--- src/hw/rtl/lmef_pkg.sv ---
// ----------------------------------------------------------------------------
// lmef_pkg
// Shared constants and types of the lookahead minimum envelope follower.
// ----------------------------------------------------------------------------
package lmef_pkg;

  localparam int MaxLookahead = 32;
  localparam int Depth        = MaxLookahead + 1;
  localparam int IdxW         = $clog2(Depth);
  localparam int FovW         = 16;
  localparam int CoeffW       = 16;
  localparam int LevelW       = 32;
  localparam int QueueW       = IdxW + FovW;

  localparam logic [FovW-1:0]   FullScale     = 16'd32768;
  localparam logic [CoeffW-1:0] FastCoeffRst  = 16'd10059;
  localparam logic [CoeffW-1:0] SlowCoeffRst  = 16'd545;
  localparam logic [IdxW-1:0]   LookaheadRst  = '0;

  typedef enum logic [1:0] {
    CfgFastCoeff = 2'd0,
    CfgSlowCoeff = 2'd1,
    CfgLookahead = 2'd2
  } cfg_idx_e;

  typedef struct packed {
    logic            load;
    logic [FovW-1:0] load_val;
    logic            step;
    logic [FovW-1:0] target;
  } filt_req_t;

  typedef struct packed {
    logic            valid;
    logic [FovW-1:0] fov;
    logic            last;
  } emit_t;

  typedef struct packed {
    logic [IdxW-1:0] cnt;
    logic [IdxW-1:0] pend;
  } seq_stat_t;

endpackage

--- src/hw/rtl/lookahead_min_envelope_follower_top.sv ---
// ----------------------------------------------------------------------------
// lookahead_min_envelope_follower_top
// Lookahead window minimum feeding an attack/release envelope follower.
// ----------------------------------------------------------------------------
// Usage:
//   s_axis carries one request per frame: tdata = required FOV (Q1.15,
//   values above 1.0 saturate), tlast marks the final frame of a clip.
//   m_axis returns one smoothed FOV per frame, tlast on the clip's final frame.
//   cfg writes fast_coeff (0), slow_coeff (1) and lookahead_frames (2); write
//   only while idle. Lookahead is latched at the first frame of each clip.
//   Results lag inputs by the lookahead; the tlast request flushes all pending
//   frames, one result each.
// Flow:
//   One request at a time; s_axis_tready is high only while idle. Intake runs
//   the expire and push loops; each result runs the expire loop, then the
//   read, target, filter and output steps, and waits out any m_axis stall.
//   A flush adds one result step per pending frame.
// Reset clears clip state and loads default coefficients. A stalled m_axis
//   holds the output register; the sequencer waits for it to free.
// ----------------------------------------------------------------------------
module lookahead_min_envelope_follower_top (
  input  logic        clk_i,
  input  logic        rst_ni,
  input  logic        s_axis_tvalid,
  output logic        s_axis_tready,
  input  logic [15:0] s_axis_tdata,   // [15:0] fov_in
  input  logic        s_axis_tlast,
  output logic        m_axis_tvalid,
  input  logic        m_axis_tready,
  output logic [15:0] m_axis_tdata,   // [15:0] fov_out
  output logic        m_axis_tlast,
  input  logic        cfg_valid_i,
  output logic        cfg_ready_o,
  input  logic [1:0]  cfg_index_i,
  input  logic [15:0] cfg_data_i
);
  import lmef_pkg::*;

  logic [CoeffW-1:0] fast_q, slow_q;
  logic [IdxW-1:0]   look_q;
  logic              out_vld_q;
  logic [FovW-1:0]   out_fov_q;
  logic              out_last_q;
  logic              out_free;

  filt_req_t         filt_req;
  emit_t             emit;
  seq_stat_t         stat;
  logic [FovW-1:0]   lvl;

  assign cfg_ready_o = 1'b1;
  assign out_free    = !out_vld_q || m_axis_tready;

  always_ff @(posedge clk_i or negedge rst_ni) begin
    if (!rst_ni) begin
      fast_q <= FastCoeffRst;
      slow_q <= SlowCoeffRst;
      look_q <= LookaheadRst;
    end else if (cfg_valid_i) begin
      case (cfg_index_i)
        CfgFastCoeff: fast_q <= cfg_data_i;
        CfgSlowCoeff: slow_q <= cfg_data_i;
        CfgLookahead: look_q <= cfg_data_i[IdxW-1:0];
        default: ;
      endcase
    end
  end

  lmef_seq u_seq (
    .clk_i       (clk_i),
    .rst_ni      (rst_ni),
    .in_valid_i  (s_axis_tvalid),
    .in_ready_o  (s_axis_tready),
    .in_fov_i    (s_axis_tdata),
    .in_last_i   (s_axis_tlast),
    .lookahead_i (look_q),
    .out_free_i  (out_free),
    .filt_o      (filt_req),
    .lvl_i       (lvl),
    .emit_o      (emit),
    .stat_o      (stat)
  );

  lmef_filter u_filter (
    .clk_i  (clk_i),
    .rst_ni (rst_ni),
    .fast_i (fast_q),
    .slow_i (slow_q),
    .req_i  (filt_req),
    .lvl_o  (lvl)
  );

  always_ff @(posedge clk_i or negedge rst_ni) begin
    if (!rst_ni) begin
      out_vld_q <= 1'b0;
    end else if (emit.valid) begin
      out_vld_q <= 1'b1;
    end else if (m_axis_tready) begin
      out_vld_q <= 1'b0;
    end
  end

  always_ff @(posedge clk_i) begin
    if (emit.valid) begin
      out_fov_q  <= emit.fov;
      out_last_q <= emit.last;
    end
  end

  assign m_axis_tvalid = out_vld_q;
  assign m_axis_tdata  = out_fov_q;
  assign m_axis_tlast  = out_last_q;

`ifndef SYNTHESIS
  a_busy_after_accept: assert property (@(posedge clk_i) disable iff (!rst_ni)
    (s_axis_tvalid && s_axis_tready) |=> !s_axis_tready)
    else $error("input taken while sequencer busy");

  a_emit_into_free: assert property (@(posedge clk_i) disable iff (!rst_ni)
    emit.valid |-> out_free)
    else $error("result written over an untaken result");

  a_counts_bounded: assert property (@(posedge clk_i) disable iff (!rst_ni)
    (stat.cnt <= IdxW'(Depth)) && (stat.pend <= IdxW'(Depth)))
    else $error("queue or pending count out of range");
`endif

endmodule

--- src/hw/rtl/lmef_ram.sv ---
// ----------------------------------------------------------------------------
// lmef_ram
// Generic single-write, single-read RAM with registered read data.
// ----------------------------------------------------------------------------
module lmef_ram #(
  parameter int Width = 16,
  parameter int Depth = 33
) (
  input  logic                     clk_i,
  input  logic                     we_i,
  input  logic [$clog2(Depth)-1:0] waddr_i,
  input  logic [Width-1:0]         wdata_i,
  input  logic [$clog2(Depth)-1:0] raddr_i,
  output logic [Width-1:0]         rdata_o
);

  logic [Width-1:0] mem [Depth];
  logic [Width-1:0] rdata_q;

  always_ff @(posedge clk_i) begin
    if (we_i) begin
      mem[waddr_i] <= wdata_i;
    end
    rdata_q <= mem[raddr_i];
  end

  assign rdata_o = rdata_q;

endmodule

--- src/hw/rtl/lmef_filter.sv ---
// ----------------------------------------------------------------------------
// lmef_filter
// One-pole envelope level with separate tighten and open coefficients.
// Multiply into a register on a step, update the level in the next.
// ----------------------------------------------------------------------------
module lmef_filter (
  input  logic                        clk_i,
  input  logic                        rst_ni,
  input  logic [lmef_pkg::CoeffW-1:0] fast_i,
  input  logic [lmef_pkg::CoeffW-1:0] slow_i,
  input  lmef_pkg::filt_req_t         req_i,
  output logic [lmef_pkg::FovW-1:0]   lvl_o
);
  import lmef_pkg::*;

  localparam int MagW = LevelW + CoeffW;

  logic [LevelW-1:0] level_q;
  logic [MagW-1:0]   mag_q;
  logic              down_q;
  logic              upd_q;

  logic [LevelW-1:0] tgt;
  logic              down;
  logic [LevelW-1:0] diff;
  logic [CoeffW-1:0] coeff;
  logic [MagW:0]     rnd_sum;
  logic [LevelW-1:0] amt;
  logic [LevelW:0]   lvl_sum;
  logic [FovW:0]     lvl_rnd;

  assign tgt     = {req_i.target, 16'd0};
  assign down    = tgt < level_q;
  assign diff    = down ? (level_q - tgt) : (tgt - level_q);
  assign coeff   = down ? fast_i : slow_i;
  assign rnd_sum = {1'b0, mag_q} + (MagW+1)'(32768);
  assign amt     = rnd_sum[LevelW+15:16];

  assign lvl_sum = {1'b0, level_q} + (LevelW+1)'(32768);
  assign lvl_rnd = lvl_sum[LevelW:16];
  assign lvl_o   = (lvl_rnd > {1'b0, FullScale}) ? FullScale : lvl_rnd[FovW-1:0];

  always_ff @(posedge clk_i or negedge rst_ni) begin
    if (!rst_ni) begin
      level_q <= '0;
      upd_q   <= 1'b0;
      down_q  <= 1'b0;
    end else begin
      upd_q <= req_i.step;
      if (req_i.step) begin
        down_q <= down;
      end
      if (req_i.load) begin
        level_q <= {req_i.load_val, 16'd0};
      end else if (upd_q) begin
        level_q <= down_q ? (level_q - amt) : (level_q + amt);
      end
    end
  end

  always_ff @(posedge clk_i) begin
    if (req_i.step) begin
      mag_q <= diff * coeff;
    end
  end

endmodule

--- src/hw/rtl/lmef_seq.sv ---
// ----------------------------------------------------------------------------
// lmef_seq
// Sequencer around the min-queue and sample delay RAMs: expire, push,
// and per-frame result steps.
// ----------------------------------------------------------------------------
module lmef_seq (
  input  logic                      clk_i,
  input  logic                      rst_ni,
  input  logic                      in_valid_i,
  output logic                      in_ready_o,
  input  logic [lmef_pkg::FovW-1:0] in_fov_i,
  input  logic                      in_last_i,
  input  logic [lmef_pkg::IdxW-1:0] lookahead_i,
  input  logic                      out_free_i,
  output lmef_pkg::filt_req_t       filt_o,
  input  logic [lmef_pkg::FovW-1:0] lvl_i,
  output lmef_pkg::emit_t           emit_o,
  output lmef_pkg::seq_stat_t       stat_o
);
  import lmef_pkg::*;

  typedef enum logic [3:0] {
    S_IDLE,
    S_EXP_RD,
    S_EXP_CHK,
    S_PSH_RD,
    S_PSH_CHK,
    S_PSH_WR,
    S_DECIDE,
    S_EM_RD,
    S_EM_TGT,
    S_EM_FLT,
    S_EM_OUT
  } state_e;

  function automatic logic [IdxW-1:0] ptr_inc(input logic [IdxW-1:0] p);
    return (p == IdxW'(Depth - 1)) ? '0 : p + 1'b1;
  endfunction

  function automatic logic [IdxW-1:0] ptr_dec(input logic [IdxW-1:0] p);
    return (p == '0) ? IdxW'(Depth - 1) : p - 1'b1;
  endfunction

  state_e          state_q;
  logic [IdxW-1:0] head_q, tail_q, cnt_q, fpos_q, pend_q, wp_q, win_q;
  logic            first_q, last_q, emit_q;
  logic [FovW-1:0] v_q;

  logic [FovW-1:0]   in_clamp;
  logic [IdxW-1:0]   win_sat;
  logic [IdxW-1:0]   pos, diff, back, rd_ptr;
  logic [IdxW:0]     rd_sum;
  logic              accept;

  logic              q_we;
  logic [QueueW-1:0] q_wdata, q_rdata;
  logic [IdxW-1:0]   q_raddr;
  logic [FovW-1:0]   d_rdata;

  assign in_ready_o = (state_q == S_IDLE);
  assign accept     = in_valid_i && in_ready_o;
  assign in_clamp   = (in_fov_i > FullScale) ? FullScale : in_fov_i;
  assign win_sat    = (lookahead_i > IdxW'(MaxLookahead)) ? IdxW'(MaxLookahead) : lookahead_i;

  assign pos    = fpos_q - pend_q;
  assign diff   = pos - q_rdata[QueueW-1:FovW];
  assign back   = ptr_dec(tail_q);
  assign rd_sum = (wp_q >= pend_q) ? ({1'b0, wp_q} - {1'b0, pend_q})
                                   : ({1'b0, wp_q} + (IdxW+1)'(Depth) - {1'b0, pend_q});
  assign rd_ptr = rd_sum[IdxW-1:0];

  assign q_we    = (state_q == S_PSH_WR);
  assign q_wdata = {fpos_q, v_q};
  assign q_raddr = (state_q == S_PSH_RD) ? back : head_q;

  lmef_ram #(.Width(QueueW), .Depth(Depth)) u_queue_ram (
    .clk_i   (clk_i),
    .we_i    (q_we),
    .waddr_i (tail_q),
    .wdata_i (q_wdata),
    .raddr_i (q_raddr),
    .rdata_o (q_rdata)
  );

  lmef_ram #(.Width(FovW), .Depth(Depth)) u_delay_ram (
    .clk_i   (clk_i),
    .we_i    (q_we),
    .waddr_i (wp_q),
    .wdata_i (v_q),
    .raddr_i (rd_ptr),
    .rdata_o (d_rdata)
  );

  always_comb begin
    filt_o.load     = accept && first_q;
    filt_o.load_val = in_clamp;
    filt_o.step     = (state_q == S_EM_TGT);
    filt_o.target   = (cnt_q != '0) ? q_rdata[FovW-1:0] : '0;
    emit_o.valid    = (state_q == S_EM_OUT) && out_free_i;
    emit_o.fov      = (lvl_i < d_rdata) ? lvl_i : d_rdata;
    emit_o.last     = last_q && (pend_q == IdxW'(1));
    stat_o.cnt      = cnt_q;
    stat_o.pend     = pend_q;
  end

  always_ff @(posedge clk_i or negedge rst_ni) begin
    if (!rst_ni) begin
      state_q <= S_IDLE;
      head_q  <= '0;
      tail_q  <= '0;
      cnt_q   <= '0;
      fpos_q  <= '0;
      pend_q  <= '0;
      wp_q    <= '0;
      win_q   <= '0;
      first_q <= 1'b1;
      last_q  <= 1'b0;
      emit_q  <= 1'b0;
      v_q     <= '0;
    end else begin
      case (state_q)
        S_IDLE: begin
          if (accept) begin
            v_q    <= in_clamp;
            last_q <= in_last_i;
            emit_q <= 1'b0;
            if (first_q) begin
              win_q   <= win_sat;
              first_q <= 1'b0;
            end
            state_q <= S_EXP_RD;
          end
        end
        S_EXP_RD: begin
          if (cnt_q == '0) begin
            state_q <= emit_q ? S_EM_RD : S_PSH_RD;
          end else begin
            state_q <= S_EXP_CHK;
          end
        end
        S_EXP_CHK: begin
          // head is older than the current window start
          if (diff != '0 && !diff[IdxW-1]) begin
            head_q  <= ptr_inc(head_q);
            cnt_q   <= cnt_q - 1'b1;
            state_q <= S_EXP_RD;
          end else begin
            state_q <= emit_q ? S_EM_RD : S_PSH_RD;
          end
        end
        S_PSH_RD: begin
          state_q <= (cnt_q == '0) ? S_PSH_WR : S_PSH_CHK;
        end
        S_PSH_CHK: begin
          if (q_rdata[FovW-1:0] < v_q) begin
            state_q <= S_PSH_WR;
          end else begin
            tail_q  <= back;
            cnt_q   <= cnt_q - 1'b1;
            state_q <= S_PSH_RD;
          end
        end
        S_PSH_WR: begin
          if (cnt_q == IdxW'(Depth)) begin
            head_q <= ptr_inc(head_q);
          end else begin
            cnt_q <= cnt_q + 1'b1;
          end
          tail_q  <= ptr_inc(tail_q);
          wp_q    <= ptr_inc(wp_q);
          fpos_q  <= fpos_q + 1'b1;
          pend_q  <= pend_q + 1'b1;
          state_q <= S_DECIDE;
        end
        S_DECIDE: begin
          if (last_q) begin
            if (pend_q != '0) begin
              emit_q  <= 1'b1;
              state_q <= S_EXP_RD;
            end else begin
              head_q  <= '0;
              tail_q  <= '0;
              cnt_q   <= '0;
              fpos_q  <= '0;
              wp_q    <= '0;
              win_q   <= '0;
              first_q <= 1'b1;
              last_q  <= 1'b0;
              state_q <= S_IDLE;
            end
          end else if (pend_q > win_q) begin
            emit_q  <= 1'b1;
            state_q <= S_EXP_RD;
          end else begin
            state_q <= S_IDLE;
          end
        end
        S_EM_RD: begin
          state_q <= S_EM_TGT;
        end
        S_EM_TGT: begin
          state_q <= S_EM_FLT;
        end
        S_EM_FLT: begin
          state_q <= S_EM_OUT;
        end
        S_EM_OUT: begin
          if (out_free_i) begin
            pend_q  <= pend_q - 1'b1;
            state_q <= S_DECIDE;
          end
        end
        default: begin
          state_q <= S_IDLE;
        end
      endcase
    end
  end

endmodule

--- config.mk ---
export PLATFORM = sky130hd
export DESIGN_NAME = lookahead_min_envelope_follower_top
export DESIGN_NICKNAME = d
export VERILOG_FILES = /design/src/hw/rtl/lmef_pkg.sv /design/src/hw/rtl/lookahead_min_envelope_follower_top.sv /design/src/hw/rtl/lmef_ram.sv /design/src/hw/rtl/lmef_filter.sv /design/src/hw/rtl/lmef_seq.sv
export SDC_FILE = /design/constraint.sdc
export NUM_CORES = 2
export LEC_CHECK = 0
export BUFFER_PORTS_ARGS = -buffer_cell sky130_fd_sc_hd__buf_2
export CORE_ASPECT_RATIO = 0.6
export CORE_MARGIN = 1.5
export CORE_UTILIZATION = 62
export CTS_CLUSTER_DIAMETER = 100
export DETAILED_ROUTE_END_ITERATION = 8
export PLACE_DENSITY = 0.86
export SETUP_SLACK_MARGIN = 0.4
export SYNTH_ARGS = -nofsm -noshare
export SYNTH_HDL_FRONTEND = slang
export SYNTH_HIERARCHICAL = 1
export SYNTH_SLANG_ARGS = --single-unit
--- constraint.sdc ---
create_clock -name clk_i -period 11.86 [get_ports clk_i]
set_input_delay 0 -clock clk_i [delete_from_list [all_inputs] [get_ports clk_i]]
set_output_delay 0 -clock clk_i [all_outputs]
set_load 0.01 [all_outputs]
# Yosys cells after proc, flatten, opt, wreduce, memory -nomap -nowiden

Memory sizes are Yosys's and may differ from the RTL's. A register that Yosys moved wholly into a read port is not among the register bits.
Index checks and enable logic that the tools add are counted.

$add $sub $neg: 20
Multiply operators: 1
Order comparisons: 8
Equality and inequality tests: 28
Mux-type cells: 61
Reductions and logical operators: 37

Operators with widths:

| cell                                                                   | number |
|---|---|
| 32-bit two-way mux                                                     | 4 |
| 6-bit two-way mux                                                      | 18 |
| 32-bit subtractor                                                      | 3 |
| 16-bit two-way mux                                                     | 5 |
| 48-bit by 16-bit adder with 48-bit output, second input constant       | 1 |
| 32-bit by 16-bit multiplier with 48-bit output                         | 1 |
| 6-bit case mux with 2 select lines                                     | 4 |
| 4-bit case mux with 11 select lines                                    | 1 |
| 6-bit by 1-bit adder with 6-bit output, second input constant          | 6 |
| 6-bit case mux with 3 select lines                                     | 2 |
| 32-bit by 16-bit adder with 33-bit output, second input constant       | 1 |
| 32-bit adder                                                           | 1 |
| 16-bit less-than comparator                                            | 2 |
| 32-bit less-than comparator                                            | 1 |
| 6-bit == test, second input constant                                   | 4 |
| 6-bit case mux with 4 select lines                                     | 1 |
| 6-bit subtractor                                                       | 4 |
| 4-bit two-way mux                                                      | 5 |
| 6-bit nonzero test                                                     | 3 |
| 6-bit by 1-bit subtractor with 6-bit output, second input constant     | 3 |
| 17-bit by 16-bit > comparator with 1-bit output, second input constant | 1 |
| 4-bit by 3-bit == test with 1-bit output, second input constant        | 4 |
| 16-bit > comparator, second input constant                             | 1 |
| 1-bit two-way mux                                                      | 16 |
| other kinds (30)                                                       | 63 |

Register bits: 203
RAM bits: 1254
Input bits: 40
Word-level logic and storage cells: 179
Memories kept: 2

Memories:

| name                  | words | bits a word | rd ports | clocked after memory_dff | write ports | RTL line       | source |
|---|---|---|---|---|---|---|---|
| u_seq.u_queue_ram.mem | 33    | 22          | 1        | 1                        | 1           | lmef_ram.sv:17 | `logic [Width-1:0] mem [Depth];` |
| u_seq.u_delay_ram.mem | 33    | 16          | 1        | 1                        | 1           | lmef_ram.sv:17 |  |

# Depth between registers and ports, before layout

Word-level depth: 6
Depth in mapped cells: 44
Depth with buffers taken out: 40

# Hierarchy

Netlist, hierarchy kept.

Modules (own cells, without submodules):

| module                              | instances | cells an instance | area an instance (um^2) | sequential area each (um^2) |
|---|---|---|---|---|
| lmef_ram (u_seq.u_queue_ram)        | 1         | 1535              | 29041.6                 | 22241.3 |
| lmef_filter                         | 1         | 2874              | 23939.2                 | 1841.8 |
| lmef_ram (u_seq.u_delay_ram)        | 1         | 1142              | 21122.8                 | 16175.5 |
| lmef_seq                            | 1         | 695               | 5891.9                  | 1627.8 |
| lookahead_min_envelope_follower_top | 1         | 103               | 2011.9                  | 1500.2 |

# Worst setup path after synthesis

Ideal clock, no wire load.

Path kind: register to register
Start point: register u_seq.cnt_q[1]
End point: register u_filter.mag_q[42], data pin
Arrival: 9.791 ns
Slack: 1.811 ns
Stages on the path, launching flop included: 41
Path buffers: 7
Period minus slack after synthesis: 10.049 ns
Path through: dfrtp_1 or4_4 or3_2 clkbuf_1 clkbuf_1 and2_1 inv_1 ha_1 nand4_1 nor4_2 nand4_1 nand3b_4 buf_4 buf_6 buf_4 mux2i_1 clkbuf_1 nor2_1 (+5 left out) fa_1 fa_1 inv_1 fa_1 inv_1 ha_1 clkbuf_1 a21o_1 a21o_1 a2111oi_0 o21ai_0 a21oi_1 o21ai_2 a41o_1 o21ai_2 o21ai_2 a21oi_2 xnor2_1

RTL lines:

| what                   | RTL line          | source |
|---|---|---|
| start, declared        | lmef_seq.sv:45    | `logic [IdxW-1:0] head_q, tail_q, cnt_q, fpos_q, pend_q, wp_q, win_q;` |
| start signal, assigned | lmef_seq.sv:145   | `cnt_q <= cnt_q - 1'b1;` |
| start signal, assigned | lmef_seq.sv:159   | `cnt_q <= cnt_q - 1'b1;` |
| start signal, assigned | lmef_seq.sv:167   | `cnt_q <= cnt_q + 1'b1;` |
| end signal, assigned   | lmef_filter.sv:63 | `mag_q <= diff * coeff;` |
| end, declared          | lmef_filter.sv:19 | `logic [MagW-1:0] mag_q;` |

==> out/metrics.yaml <==
sta:
  rsz0062_at_grt: "no"
  fin_crit_sh: 0.915
  finalWorstSetupSlack_ps: 1010
  slew_headroom: 0.0523
  fmax_mhz: 92.2
  setup_viol: 0
  fin_crit_ps: 10850
  tns_ps: 0
  tightestPinTransition_ps: 1380
  final_max_slew_viol_count: 0
  finalHoldViolCount: 0
  skew_ps: 33.6
place:
  dpl.hpwl_um: 155000
  finalWeightedCongestion: 1.05
  numPortBuffers: 58
  dpl_worst_slack_ps: 885
synthesis:
  synthArstFlopShare: 0.0932
  yosysSeqAreaShare: 0.529
  synth_seq_cells: 1480
  syn_inst: 6349
  synth_ff_type: "edfxtp_1"
  synth_common_cells: "1,304 x edfxtp_1, 648 x mux2i_1, 596 x inv_1"
  yosysTopAreaCellShare: 0.477
  yosysWarnings: 6
  synth-edff-count: 1304
  avgSynthCellArea_um2: 12.9
  netlist_area_um2: 82000
  synth_fp_nets: 7073
  netlist_top_cells_area: "edfxtp_1 48%, fa_1 10%, mux2i_1 7.9%, ha_1 3.9%, dfrtp_1 3.8%"
  yosysUniqueCellTypes: 113
  synthMostInstantiatedCell: "edfxtp_1"
  synth_top_cell_by_area: "edfxtp_1"
routing:
  dr.first_iter.drc_count: 7407
  vias: 54300
  drc_errors: 0
  post_drt_wl_per_cell_um: 27.3
  drtAntennaViolNets: 0
  totalWireLength_um: 228000
  drt_first_pass_iters: 7
  vias_per_cell: 6.49
final_layout:
  nFillCells: 8783
  fin_nets: 7241
  area_growth_pct: 9.46
  drive_above_1_share: 0.110
cts:
  clock_latency_ps: 800
  clkTransAtPathRegs_ps: 70
  clockRootBuffer: "clkbuf_16"
  cts.sinks: 1480
  cts_buffers: 136
  cts_tree: "yes"
  h-tree-depth: 4
  cts_buffer_depth: 3
critical_path:
  critPathBufInv: 7
  slowest_stage: "or4_4"
  crit_required_ps: 12370
  start_kind: "register"
  cp_slowest_stage_delay_ps: 580
  end_kind: "register"
  cp_top_family: "adder cells"
  crit_type: "register to register"
  critPathMaxFanout: 18
  crit_arrival_ps: 11360
  crit_top_cell: "fa_1"
grt:
  gr-usage-all-layers: 0.339
  grt_antenna_before_repair: 4
  grt.overflow.total: 0
  grt_pass1_wl_um: 339000
  grt_max_degree: 115
  first_global_vias: 53200
floorplanning:
  die_x_um: 473
  initial_core_util: 0.624
  core_um2: 131000
  die_h_um: 285
  die_area_um2: 135000
  pin_count: 60
  rows: 103
min_path:
  hp-class: "primary input to register"
job:
  maxCapViolCount: 0
run_status:
  outcome: "complete, no violations"
state kept, by name, summed over array words and instances, names as in the netlist, 16 cells and up:
register,cells
fast_q,16
m_axis_tdata,16
slow_q,16
u_filter/level_q,32
u_filter/mag_q,33
u_seq/u_delay_ram/mem,528
u_seq/u_delay_ram/rdata_o,16
u_seq/u_queue_ram/mem,726
u_seq/u_queue_ram/rdata_o,22
u_seq/v_q,16
worst register-to-register path, delay by kind of cell, from the launching register on:
kind            cells  cell delay [ps]
flops               1              410
xor+xnor            2              470
mux                 1              130
fa+ha+maj           8             3740
buf+inv             7             1010
compound gates     16             3130
simple gates        5             1700
timing repair:
| action | in CTS | in global routing |
|---|---|---|
| resized for setup | 0 | 10 |
| hold buffers | 63 | 0 |
| setup buffers | 0 | 4 |
| endpoints found under the setup margin | 0 | 9 |
| endpoints found under the hold margin | 157 | 0 |
per-layer routing:
layer  share of wire  GRT usage  up-vias
met5        0.000092          0        -
met4           0.034      0.112        4
met3            0.15      0.116      454
met2            0.41      0.465     3652
met1            0.41      0.505    27100
li1                -          -    23100
cells in the final DEF, fill, tap and decap left out, types with 119 or more instances in the layout:
cell type / count
edfxtp_1: 1304
mux2i_1: 642
inv_1: 596
nand2_1: 523
fa_1: 430
nor2_1: 391
ha_1: 254
a21oi_1: 201
buf_4: 189
a22oi_1: 154
clkbuf_16: 139
xnor2_1: 124
o21ai_0: 119
cell families after synthesis:
logic type	count (synthesis)	share of synthesized area
XOR/XNOR	214	0.0239
buffers and inverters	887	0.0499
multiplexers	725	0.0897
AO/OA/AOI/OAI	974	0.0870
AND/OR/NAND/NOR	1384	0.0767
other	1	0.0000457
flip-flops	1480	0.529
adder cells (fa/ha/maj)	684	0.144
metrics by stage:
step	utilization	cell area (µm²)	hold WS (ps)	instances
3_3_place_gp	0.643	84400	93.4	8043
4_1_cts	0.683	89700	0.859	8357
2_1_floorplan	-	82000	-296	6349
3_5_place_dp	0.643	84400	103	8043
5_1_grt	0.683	89800	30.4	8362
6_report	0.684	89800	35.5	8365
area by class of cell:
type	count	area [µm²]	area share
multi-input combinational	3983	34900	0.388
timing repair buffer	317	2500	0.0279
clock inverter	77	901	0.0100
antenna	3	7.51	0.0000836
sequential	1480	43400	0.484
tap	1732	2170	0.0241
inverter	599	2250	0.0250
clock buffer	174	3670	0.0409
worst paths after layout:
check / start / end / slack (ps) / cells past startpoint
max in group asynchronous: rst_ni / u_seq/v_q[6]$_DFFE_PN0P_ / 10500 / 4
worst min-delay path: cfg_data_i[9] / slow_q[9]$_DFFE_PN1P_ / 40 / 3
min in group asynchronous: rst_ni / fast_q[10]$_DFFE_PN1P_ / 410 / 3
worst min register to register: u_seq/u_queue_ram/mem[32][7]$_DFFE_PP_ / u_seq/u_queue_ram/rdata_o[7]$_DFF_P_ / 440 / 2
worst max register to register: u_seq/cnt_q[1]$_DFFE_PN0P_ / u_filter/mag_q[47]$_DFFE_PP_ / 1010 / 39
worst max-delay path: u_seq/cnt_q[1]$_DFFE_PN0P_ / u_filter/mag_q[47]$_DFFE_PP_ / 1010 / 39
Power is left out: the tool's default activity adds up to more than one toggle a clock period on the data nets, which glitch-free logic cannot reach.
